===== config.mk =====
export PLATFORM = sky130hd
export DESIGN_NAME = vfm_ctrl
export DESIGN_NICKNAME = d
export VERILOG_FILES = /design/src/hw/rtl/vfm_pkg.sv /design/src/hw/rtl/vfm_ctrl.sv
export SDC_FILE = /design/constraint.sdc
export NUM_CORES = 1
export LEC_CHECK = 0
export ABC_AREA = 1
export BUFFER_PORTS_ARGS = -buffer_cell sky130_fd_sc_hd__buf_2
export CAP_MARGIN = 25
export CORE_MARGIN = 3
export CORE_UTILIZATION = 54
export DETAILED_ROUTE_END_ITERATION = 6
export GPL_TIMING_DRIVEN = 0
export PLACE_DENSITY_LB_ADDON = 0.1
export SYNTH_ARGS = -nofsm -noshare
export SYNTH_HDL_FRONTEND = slang
export SYNTH_SLANG_ARGS = --single-unit

===== constraint.sdc =====
create_clock -name clock -period 3.35 [get_ports clock]
set_clock_uncertainty 0.1 [all_clocks]
set_input_delay 0.5025 -clock clock [delete_from_list [all_inputs] [get_ports clock]]
set_output_delay 0.5025 -clock clock [all_outputs]
set_load 0.05 [all_outputs]

===== src/hw/rtl/vfm_pkg.sv =====
package vfm_pkg;

   localparam int GRID_BITS_DEFAULT = 5;
   localparam int COORD_W           = 5;
   localparam int KIND_W            = 3;
   localparam int MASK_W            = 6;
   localparam int STEP_W            = 3;

   localparam logic CMD_WRITE = 1'b0;
   localparam logic CMD_QUERY = 1'b1;

   localparam logic [KIND_W-1:0] KIND_AIR = '0;

   // read sequence of a query: center first, then faces in mask bit order
   localparam logic [STEP_W-1:0] STEP_CENTER = 3'd0;
   localparam logic [STEP_W-1:0] STEP_ZP     = 3'd1;
   localparam logic [STEP_W-1:0] STEP_ZN     = 3'd2;
   localparam logic [STEP_W-1:0] STEP_YP     = 3'd3;
   localparam logic [STEP_W-1:0] STEP_YN     = 3'd4;
   localparam logic [STEP_W-1:0] STEP_XN     = 3'd5;
   localparam logic [STEP_W-1:0] STEP_XP     = 3'd6;

   typedef struct packed {
      logic              cmd;
      logic [COORD_W-1:0] pos_x;
      logic [COORD_W-1:0] pos_y;
      logic [COORD_W-1:0] pos_z;
      logic [KIND_W-1:0]  block_kind;
   } req_type;

   typedef struct packed {
      logic [KIND_W-1:0] cell_kind;
      logic [MASK_W-1:0] face_mask;
   } rsp_type;

   typedef struct packed {
      logic rd_en;
      logic wr_en;
   } mem_cmd_type;

   typedef struct packed {
      logic clearing;
   } store_status_type;

endpackage


===== src/hw/rtl/vfm_ctrl.sv =====
module vfm_ctrl #(
   parameter int GRID_BITS = vfm_pkg::GRID_BITS_DEFAULT
) (
   input  logic                          clock,
   input  logic                          reset,
   input  logic                          start,
   input  vfm_pkg::req_type              req_item,
   output logic                          busy,
   output logic                          rsp_valid,
   output vfm_pkg::rsp_type              rsp_item,
   input  vfm_pkg::store_status_type     status,
   output vfm_pkg::mem_cmd_type          mem_cmd,
   output logic [3*GRID_BITS-1:0]        mem_addr,
   output logic [vfm_pkg::KIND_W-1:0]    mem_wdata,
   input  logic [vfm_pkg::KIND_W-1:0]    mem_rdata
);

   // coordinate width with room for +1 and wrap of -1 beyond the grid
   localparam int CoordW = ((GRID_BITS > vfm_pkg::COORD_W) ? GRID_BITS : vfm_pkg::COORD_W) + 1;
   localparam logic [CoordW-1:0] GridSize = CoordW'(1) << GRID_BITS;

   typedef enum logic [3:0] {
      S_IDLE  = 4'b0001,
      S_WRITE = 4'b0010,
      S_READ  = 4'b0100,
      S_DRAIN = 4'b1000
   } state_type;

   state_type                         state_ff, state_in;
   vfm_pkg::req_type                  item_ff, item_in;
   logic [vfm_pkg::STEP_W-1:0]        step_ff, step_in;
   logic                              rd_pend_ff, rd_pend_in;
   logic [vfm_pkg::STEP_W-1:0]        rd_step_ff, rd_step_in;
   logic                              rd_out_ff, rd_out_in;
   logic [vfm_pkg::KIND_W-1:0]        kind_ff, kind_in;
   logic [vfm_pkg::MASK_W-1:0]        empty_ff, empty_in;
   logic                              rsp_valid_ff, rsp_valid_in;
   vfm_pkg::rsp_type                  rsp_item_ff, rsp_item_in;

   logic [CoordW-1:0]          cx, cy, cz, nx, ny, nz;
   logic                       n_inside;
   logic                       nb_empty;
   logic [vfm_pkg::STEP_W-1:0] face_idx;

   assign busy = status.clearing | (state_ff != S_IDLE);

   // neighbor position for the current step
   always_comb begin
      cx = CoordW'(item_ff.pos_x);
      cy = CoordW'(item_ff.pos_y);
      cz = CoordW'(item_ff.pos_z);
      nx = cx;
      ny = cy;
      nz = cz;
      unique case (step_ff)
         vfm_pkg::STEP_ZP: nz = cz + CoordW'(1);
         vfm_pkg::STEP_ZN: nz = cz - CoordW'(1);
         vfm_pkg::STEP_YP: ny = cy + CoordW'(1);
         vfm_pkg::STEP_YN: ny = cy - CoordW'(1);
         vfm_pkg::STEP_XN: nx = cx - CoordW'(1);
         vfm_pkg::STEP_XP: nx = cx + CoordW'(1);
         default: ;
      endcase
      n_inside = (nx < GridSize) && (ny < GridSize) && (nz < GridSize);
   end

   assign mem_addr      = {nx[GRID_BITS-1:0], ny[GRID_BITS-1:0], nz[GRID_BITS-1:0]};
   assign mem_wdata     = item_ff.block_kind;
   assign mem_cmd.wr_en = (state_ff == S_WRITE) && n_inside;
   assign mem_cmd.rd_en = (state_ff == S_READ) && n_inside;

   // returning read data
   assign nb_empty = rd_out_ff | (mem_rdata == vfm_pkg::KIND_AIR);
   assign face_idx = rd_step_ff - vfm_pkg::STEP_W'(1);

   always_comb begin
      kind_in  = kind_ff;
      empty_in = empty_ff;
      if (rd_pend_ff) begin
         if (rd_step_ff == vfm_pkg::STEP_CENTER) begin
            kind_in = rd_out_ff ? vfm_pkg::KIND_AIR : mem_rdata;
         end else begin
            empty_in[face_idx] = nb_empty;
         end
      end
   end

   always_comb begin
      state_in     = state_ff;
      item_in      = item_ff;
      step_in      = step_ff;
      rd_pend_in   = (state_ff == S_READ);
      rd_step_in   = step_ff;
      rd_out_in    = !n_inside;
      rsp_valid_in = 1'b0;
      rsp_item_in  = rsp_item_ff;
      unique case (state_ff)
         S_IDLE: begin
            if (start && !busy) begin
               item_in  = req_item;
               step_in  = vfm_pkg::STEP_CENTER;
               state_in = (req_item.cmd == vfm_pkg::CMD_WRITE) ? S_WRITE : S_READ;
            end
         end
         S_WRITE: begin
            state_in = S_IDLE;
         end
         S_READ: begin
            step_in = step_ff + vfm_pkg::STEP_W'(1);
            if (step_ff == vfm_pkg::STEP_XP) begin
               state_in = S_DRAIN;
            end
         end
         S_DRAIN: begin
            state_in              = S_IDLE;
            rsp_valid_in          = 1'b1;
            rsp_item_in.cell_kind = kind_ff;
            rsp_item_in.face_mask = (kind_ff != vfm_pkg::KIND_AIR) ? empty_in : '0;
         end
         default: state_in = S_IDLE;
      endcase
   end

   always_ff @(posedge clock) begin
      if (reset) begin
         state_ff     <= S_IDLE;
         rd_pend_ff   <= 1'b0;
         rsp_valid_ff <= 1'b0;
      end else begin
         state_ff     <= state_in;
         rd_pend_ff   <= rd_pend_in;
         rsp_valid_ff <= rsp_valid_in;
      end
   end

   always_ff @(posedge clock) begin
      item_ff     <= item_in;
      step_ff     <= step_in;
      rd_step_ff  <= rd_step_in;
      rd_out_ff   <= rd_out_in;
      kind_ff     <= kind_in;
      empty_ff    <= empty_in;
      rsp_item_ff <= rsp_item_in;
   end

   assign rsp_valid = rsp_valid_ff;
   assign rsp_item  = rsp_item_ff;

endmodule

**Word-level counts from Yosys, hierarchy flattened**

Cells that the tools add are included.
W data, S select, Z words.

- Logic and storage cells: 73
- Output and inout bits: 31
- Input bits: 26
- Memory bits (read-only): 0
- Register bits: 49
- Memories kept: 0
- RAM bits: 0
- Latch bits: 0

- Equality and inequality tests: 13
- Reduce and logical (&&, ||, !) cells: 16
- Multipliers: 0
- Bitwise logic cells: 2
- Shifts and indexed selects: 0
- Add/subtract/negate cells: 8
- Divide/modulo/power cells: 0
- Magnitude comparators: 5
- Muxes and demuxes: 15

Operators with widths:

| kind | count |
|---|---|
| $pmux W6 S2 | 3 |
| $add A5 B1 Y6 const B | 3 |
| $lt A6 B6 Y1 const B | 3 |
| $sub A5 B1 Y6 const B | 3 |
| $mux W6 | 2 |
| $eq A3 B3 Y1 const B | 3 |
| $mux W4 | 2 |
| $pmux W4 S2 | 1 |
| $reduce_and A2 Y1 | 4 |
| $bwmux W6 | 1 |
| $eq A3 B2 Y1 const B | 2 |
| $logic_and A1 B1 Y1 | 6 |
| $logic_not A3 Y1 | 2 |
| $mux W3 | 2 |
| $pmux W3 S2 | 1 |
| $eq A4 B1 Y1 const B | 1 |
| $eq A4 B2 Y1 const B | 1 |
| $eq A4 B3 Y1 const B | 1 |
| $eq A4 B4 Y1 const B | 1 |
| $lt A3 B4 Y1 const B | 1 |
| $ne A4 B1 Y1 const B | 1 |
| $add A3 B1 Y3 const B | 1 |
| $demux W1 S3 | 1 |
| $eq A3 B1 Y1 const B | 1 |
| other kinds (9) | 12 |

**Logic depth before layout (Yosys ltp)**

Gate-level depths: netlist (run 1).

- Depth in word-level cells: 8
- Depth in mapped cells: 16
- Depth with buffers taken out: 15

**Least setup slack after synthesis (run 1)**

Ideal clock, no wire load.

- Path kind: reg-to-output
- Start: reg step_ff (netlist bit rd_step_in[0])
- End: out mem_addr[13]
- Path buffers: 1
- Cell stages (with the launch flop): 10
- Arrival: 2808 ps
- Data required time: 2747 ps
- Slack: -61 ps
- Cells stage by stage: edfxtp_1 inv_1 ha_1 buf_6 nand2_1 ha_1 a21o_1 a31oi_1 xor2_1 o21ai_0

- Longest elaborated chain between the ends: 2
- Elaborated cells on any way between the ends: 3
- Classes of those cells: eq/ne (2); mux (1)

RTL lines:

| element | line | source |
|---|---|---|
| from (decl) | vfm_ctrl.sv:31 | `logic [vfm_pkg::STEP_W-1:0] step_ff, step_in;` |
| from (signal assigned) | vfm_ctrl.sv:138 | `step_ff <= step_in;` |
| $eq A3 B3 Y1 | vfm_ctrl.sv:55 | `unique case (step_ff)` |
| $pmux W6 S2 * | vfm_ctrl.sv:55 |  |
| to (decl) | vfm_ctrl.sv:13 | `output logic [3*GRID_BITS-1:0] mem_addr,` |

Every way passes the cells marked *; elsewhere a longest branch is shown, timed or not.

==> results of run 1 <==
[flip-flops by register name (all words and copies together) (netlist names)]
signal      count
mem_wdata       3
rd_out_ff       1
kind_ff         3
rd_pend_ff      1
rd_step_ff      3
cz              5
cx              5
cy              5
rd_step_in      3
state_ff        4
rsp_item        9
rsp_valid       1
empty_ff        6
[cell usage after synthesis, types with 2 or more instances]
library cell / count / area (sq um)
nand4_1: 4 / 25.0
fa_1: 2 / 40.0
inv_1: 45 / 169
nand3_1: 13 / 65.1
nand2_1: 45 / 169
xor2_1: 6 / 52.6
nand3_2: 3 / 30.0
nor2_1: 29 / 109
inv_2: 2 / 7.51
nand2_2: 7 / 43.8
nor2_2: 2 / 12.5
ha_1: 16 / 200
o21ai_0: 9 / 45.0
nor3_1: 8 / 40.0
a21oi_1: 13 / 65.1
o21a_1: 6 / 45.0
dfxtp_1: 16 / 320
edfxtp_1: 33 / 991
xnor2_1: 6 / 52.6
[cell usage in the layout (no fill, tap or decap), types with 8 or more instances in the layout]
cell / n
dfxtp_1: 16
edfxtp_1: 33
inv_1: 44
nand3_1: 13
a21oi_1: 13
ha_1: 13
nor3_1: 8
nor2_1: 28
nand2_1: 44
buf_2: 55
[per-layer routing]
layer / vias up / GRT usage / routed length [microns]
met2: 46 / 0.316 / 2210
met1: 866 / 0.210 / 2020
li1: 1050 / - / -
met4: 0 / 0.0466 / 55
met5: - / 0 / 0
met3: 9 / 0.0454 / 234
[kinds of logic (layout without fill, tap and decap cells)]
family | count (synthesis) | count (layout)
AND/OR/NAND/NOR | 117 | 117
XOR/XNOR | 12 | 12
multiplexers | 1 | 1
adder cells (fa/ha/maj) | 18 | 18
buffers and inverters | 48 | 118
flip-flops | 49 | 49
AO/OA/AOI/OAI | 32 | 32
[per-stage QoR]
step                      hold WS (ns)  total power, mW  worst slack (ns)  std cells  area [sq um]
after global placement           0.327             1.05             0.298        385          2930
after floorplan                  0.299            0.978            0.0158        277          2580
after CTS                        0.267             1.47            0.0501        394          3070
after global routing             0.258             1.55           0.00116        399          3140
final                            0.276             1.47             0.199        399          3140
after detailed placement         0.336             1.06             0.239        386          2930
[final timing paths]
kind / start / end / slack, ns
worst max-delay path: rd_step_in[0]$_SDFFCE_PN0P_ / mem_cmd[1] / 0.20
worst min-delay path: req_item[4] / cz[1]$_DFFE_PP_ / 0.28
worst max register to register: rd_step_in[0]$_SDFFCE_PN0P_ / rd_out_ff$_DFF_P_ / 1.20
worst min register to register: state_ff[2]$_SDFFE_PP0P_ / rsp_valid$_SDFF_PP0_ / 0.35
[timing repair]
action / in CTS / in global routing
setup endpoints to repair: 2 / 4
hold buffers: 0 / 0
hold endpoints to repair: 0 / 0
cloned: 0 / 0
gates resized for setup: 5 / 5
setup buffers: 0 / 5
[final cells by class]
cell class | count | area, sq um | area share
Multi-Input combinational cell | 180 | 1130 | 0.360
Sequential cell | 49 | 1310 | 0.418
Timing Repair Buffer | 62 | 332 | 0.106
Inverter | 47 | 176 | 0.0562
Clock inverter | 2 | 38.8 | 0.0124
Clock buffer | 6 | 72.6 | 0.0231
Buffer | 1 | 11.3 | 0.00359
Tap cell | 52 | 65.1 | 0.0207
[where the power goes]
group          internal (mW)  total, mW  leakage [nW]  switching, mW
clock network          0.224      0.410        0.0554          0.186
logic                  0.114      0.352         0.981          0.238
registers              0.682      0.703         0.439         0.0210
total                   1.02       1.47          1.48          0.445
==> out/metrics.yaml, run 1 <==
ys_types: 31
cp_max_fo: 8
htreeDepth: 2
firstDrtPassIters: 4
io_pins: 57
critPathRequiredTime_ns: 2.75
initial_core_util: 0.577
synth_top_family_by_area: "simple AND/OR/NAND/NOR gates"
cpPeakStageDelay_ns: 0.42
path_class: "flop to output port"
grt_pass1_wl_microns: 7680
rsz0062_at_grt: "no"
grt_pass1_vias: 1916
fillerInstances: 349
fp.dieH_microns: 75.1
r2r_cells: 14
fin_crit_ns: 3.15
cts_tree: "built"
grt_antenna_before_repair: 0
fin_tns_setup_ns: 0
synth.ff_latch_count: 49
groute.usage.overall: 0.176
power.density_nw_per_um2: 467
clockRootBuffer: "clkbuf_8"
cp-end-kind: "output port"
slew_viol_final: 0
viasPerCell: 4.94
die-area_sq_um: 5650
overflow: 0
vias: 1971
syn_nets: 321
drc: 0
ys.warnings.count: 0
cts_buffers: 5
cp_top_family: "simple AND/OR/NAND/NOR gates"
max_freq_mhz: 317
antenna_left: 0
numPortBuffers: 56
antenna_cells: 0
wl_per_cell_microns: 11.3
gp_congestion: 0.783
crit_path_start_kind: "flop"
first_iter_violations: 107
synth_ff_type: "edfxtp_1"
synthAdderAreaFrac: 0.0931
setup_viol: 0
nets: 390
cp.depth: 16
area_delta_synth_final_pct: 21.5
maxCapViolations: 0
arrival_ns: 2.55
slew_headroom: 0.416
rows: 24
yosysSeqAreaShare: 0.508
drive_gt1_frac: 0.274
clk_pin_slew_ns: 0.09
clockBufferDepth: 2
synth_compound_area_frac: 0.0708
worst_slew_pin_slew_ns: 0.875
avgSynthCellArea_sq_um: 9.32
whs_path_depth: 1
synth_cells: 277
core_sq_um: 4470
worstSkewPairLatency_ns: 0.30
synth_xor_area_frac: 0.0407
status: "finished clean"
synth_edf_count: 33
crit_path_cell_trace: "inv_1 -> ha_1 -> buf_6 -> nand2_4 -> ha_4 -> nand2_1 -> inv_1 -> nand4_1 -> nand3_1 -> nand2_1 -> nand3_1 -> nand2_1 -> inv_1 -> nand2_2 -> nor2_1 -> buf_6"
cp_slowest_cell: "edfxtp_1"
cts.sinks: 49
grt_max_degree: 19
min_path_type: "input pin to flop"
hold_viol_final: 0
post-route-period-util: 0.941
worst-path-buf-inv: 5
chipWidth_microns: 75.1
synth.cell_area_sq_um: 2580
wl_microns: 4520
power.leakage_nw: 1.48
synth_simple_gate_area_frac: 0.210
synthMuxAreaShare: 0.00436
dp_hpwl_microns: 3540
peakVddDrop_uv: 411
synthArstFlopShare: 0
post-route-util: 0.701
Power figures use the tool's default switching activity.
==> run 2, diff against run 1 <==
Settings changed: ABC_AREA 1 to not set, ABC_CLOCK_PERIOD_IN_PS set to 3350, GPL_ROUTABILITY_DRIVEN set to 0.
==> run 2 against run 1 <==
Compared with the run above: first-iteration DRC count is 45% lower; combinational power shrank 37%; register-to-register slack got worse by 0.28 ns; routed wire length increased by 3.1%; setup slack got worse by 0.019 ns; flip-flop and latch count is the same; sequential power fell by 3.1%; total power decreased by 14%; die area shrank 2.5%; critical path type unchanged; critical endpoint is now mem_cmd[0]; largest cell class unchanged.
==> out/metrics.yaml, run 2 <==
setup_viol: 0
initial_core_util: 0.569
clockBufferDepth: 2
overflow: 0
power.density_nw_per_um2: 407
yosys.area.top_type_share: 0.395
drc: 0
rows: 24
drive_gt1_frac: 0.363
cts.sinks: 49
cp-end-kind: "output port"
grt_pass1_vias: 1748
cts_tree: "built"
core_sq_um: 4410
crit_start: "rd_step_in[0]$_SDFFCE_PN0P_"
post-route-util: 0.702
power_mw: 1.26
synth_most_common_cell: "edfxtp_1"
pwr-share-clk: 0.284
worstReg2RegEnd: "rsp_item[2]$_SDFFCE_PN0P_"
min_path_type: "input pin to flop"
peakVddDrop_uv: 268
synth.ff_latch_count: 49
antenna_cells: 0
wl_microns: 4660
hold_viol_final: 0
status: "finished clean"
yosysSeqAreaShare: 0.522
power_frac_comb: 0.177
die-area_sq_um: 5500
p_sw_frac: 0.292
synth_ff_type: "edfxtp_1"
wl_per_cell_microns: 14.1
first_iter_violations: 59
p_seq_frac: 0.539
syn_nets: 252
slew_viol_final: 0
chipWidth_microns: 74.2
viasPerCell: 5.45
groute.usage.overall: 0.183
ys.warnings.count: 0
max_freq_mhz: 316
fin_crit_ns: 3.17
crit_path_cell_trace: "inv_2 -> ha_1 -> and2_4 -> ha_1 -> a211oi_2 -> nor2_1 -> mux2i_2 -> nor4_2 -> buf_4"
final_common_cell: "buf_2"
fp.dieH_microns: 74.2
r2r_cells: 6
io_pins: 57
pre_cts_ws_ns: -0.239
firstDrtPassIters: 4
nets: 321
synth_top_family_by_area: "simple AND/OR/NAND/NOR gates"
reg2reg_from: "rd_step_ff[0]$_DFF_P_"
synth_xor_area_frac: 0.0454
post-route-period-util: 0.946
avgSynthCellArea_sq_um: 12.1
ys_types: 43
arrival_ns: 2.57
synthTopCellsByArea: "edfxtp_1 (39%), dfxtp_1 (13%), ha_1 (8.0%)"
path_class: "flop to output port"
yosysTopAreaCell: "edfxtp_1"
worst_slack_ns: 0.180
largest_register_ffs: 9
ys_top_cells_by_count: "edfxtp_1 (33), dfxtp_1 (16), ha_1 (16)"
power_switching_uw: 369
regToRegSetupSlack_ns: 0.92
fillerInstances: 331
synthAdderAreaFrac: 0.0957
power.leakage_nw: 1.24
vias: 1799
cts_buffers: 5
synth_compound_area_frac: 0.134
antenna_left: 0
grt_pass1_wl_microns: 7560
crit_path_start_kind: "flop"
intPower_uw: 893
worst_slew_pin_slew_ns: 0.690
dp_hpwl_microns: 3450
critPathRequiredTime_ns: 2.75
synthMuxAreaShare: 0.0444
synth.cell_area_sq_um: 2510
cp-endpoint: "mem_cmd[0]"
layout_common_cells: "buf_2 (55), edfxtp_1 (33), dfxtp_1 (16), nand2_1 (13), ha_1 (13)"
grt_antenna_before_repair: 0
clockRootBuffer: "clkbuf_8"
cp_max_fo: 8
synth_edf_count: 33
synth_cells: 208
slew_headroom: 0.539
clk_pin_slew_ns: 0.09
worstSkewPairLatency_ns: 0.31
cpPeakStageDelay_ns: 0.43
htreeDepth: 2
numPortBuffers: 56
maxCapViolations: 0
grt_max_degree: 19
synth_simple_gate_area_frac: 0.137
synthArstFlopShare: 0
cp_slowest_cell: "edfxtp_1"
area_delta_synth_final_pct: 23.5
whs_ns: 0.263
crit_top_cell: "ha_1"
run 2: cell types whose count changed after synthesis, moves of 5 or more:
cell	change
inv_1	-35
nand2_1	-31
nor2_1	-20
nand3_1	-9
mux2_2	+8
nand2_2	-7
o21a_1	-6
a211oi_1	+5
nor2b_1	+5
nor3_1	-5
o31a_1	+5
run 2: final cells by class:
class	instances	area [sq um]	share of cell area
tap	52	65.1	0.0210
clock buffer	5	68.8	0.0222
multi-input combinational	145	1230	0.396
sequential	49	1310	0.423
timing repair buffer	64	358	0.115
clock inverter	3	22.5	0.00726
inverter	10	37.5	0.0121
buffer	2	8.76	0.00282
run 2: how the worst min path moves through the flow:
stage,startpoint,to,slack [ns],depth (start not counted)
after CTS,req_item[18],state_ff[1]$_SDFFE_PP0P_,0.26,2
after global routing,req_item[2],mem_wdata[2]$_DFFE_PP_,0.25,1
after floorplan,rd_step_in[2]$_SDFFCE_PN0P_,rd_step_ff[2]$_DFF_P_,0.26,0
after global placement,rd_step_in[2]$_SDFFCE_PN0P_,rd_step_ff[2]$_DFF_P_,0.27,0
final,req_item[18],state_ff[1]$_SDFFE_PP0P_,0.26,2
after detailed placement,rd_step_in[2]$_SDFFCE_PN0P_,rd_step_ff[2]$_DFF_P_,0.28,0
run 2: per-layer routing:
layer  track usage  routed length [microns]
met1         0.229                     2150
met2         0.298                     2210
met3        0.0514                      209
met4        0.0724                       87
met5             0                        0
run 2: critical path: cells and delay by family (launching register included):
kind,cells,cell delay (ns)
AO/OA/AOI/OAI,1,0.23
flip-flops,1,0.43
multiplexers,1,0.20
buffers and inverters,2,0.34
adder cells (fa/ha/maj),2,0.42
AND/OR/NAND/NOR,3,0.62
run 2: timing repair:
action                                  CTS  global route
pin swaps                                 0             4
endpoints found under the setup margin    5             2
resized for setup                         7             7
hold buffers                              0             0
setup buffers                             3             4
run 2: logic make-up (layout without fill, tap and decap cells):
kind of cell | count (synthesis) | after routing
DFF | 49 | 49
adders and majority gates | 18 | 18
and+or+nand+nor | 60 | 60
AOI/OAI and AO/OA | 44 | 44
xor gates and xnor gates | 13 | 13
muxes | 10 | 10
buffers and inverters | 14 | 84
run 2: stage by stage:
stage,cells,instance area (sq um),TNS (ns)
after floorplan,208,2530,-0.456
after global placement,316,2870,-0.426
after detailed placement,317,2890,-0.455
after CTS,326,3020,0
after global routing,330,3100,-0.00237
final,330,3100,0
run 2: power by group through the flow:
stage / clock (mW) / combinational, mW / sequential [mW]
after global placement: 0 / 0.206 / 0.693
final: 0.358 / 0.223 / 0.681
after global routing: 0.390 / 0.243 / 0.684
after detailed placement: 0 / 0.210 / 0.694
after CTS: 0.365 / 0.216 / 0.680
after floorplan: 0 / 0.154 / 0.696
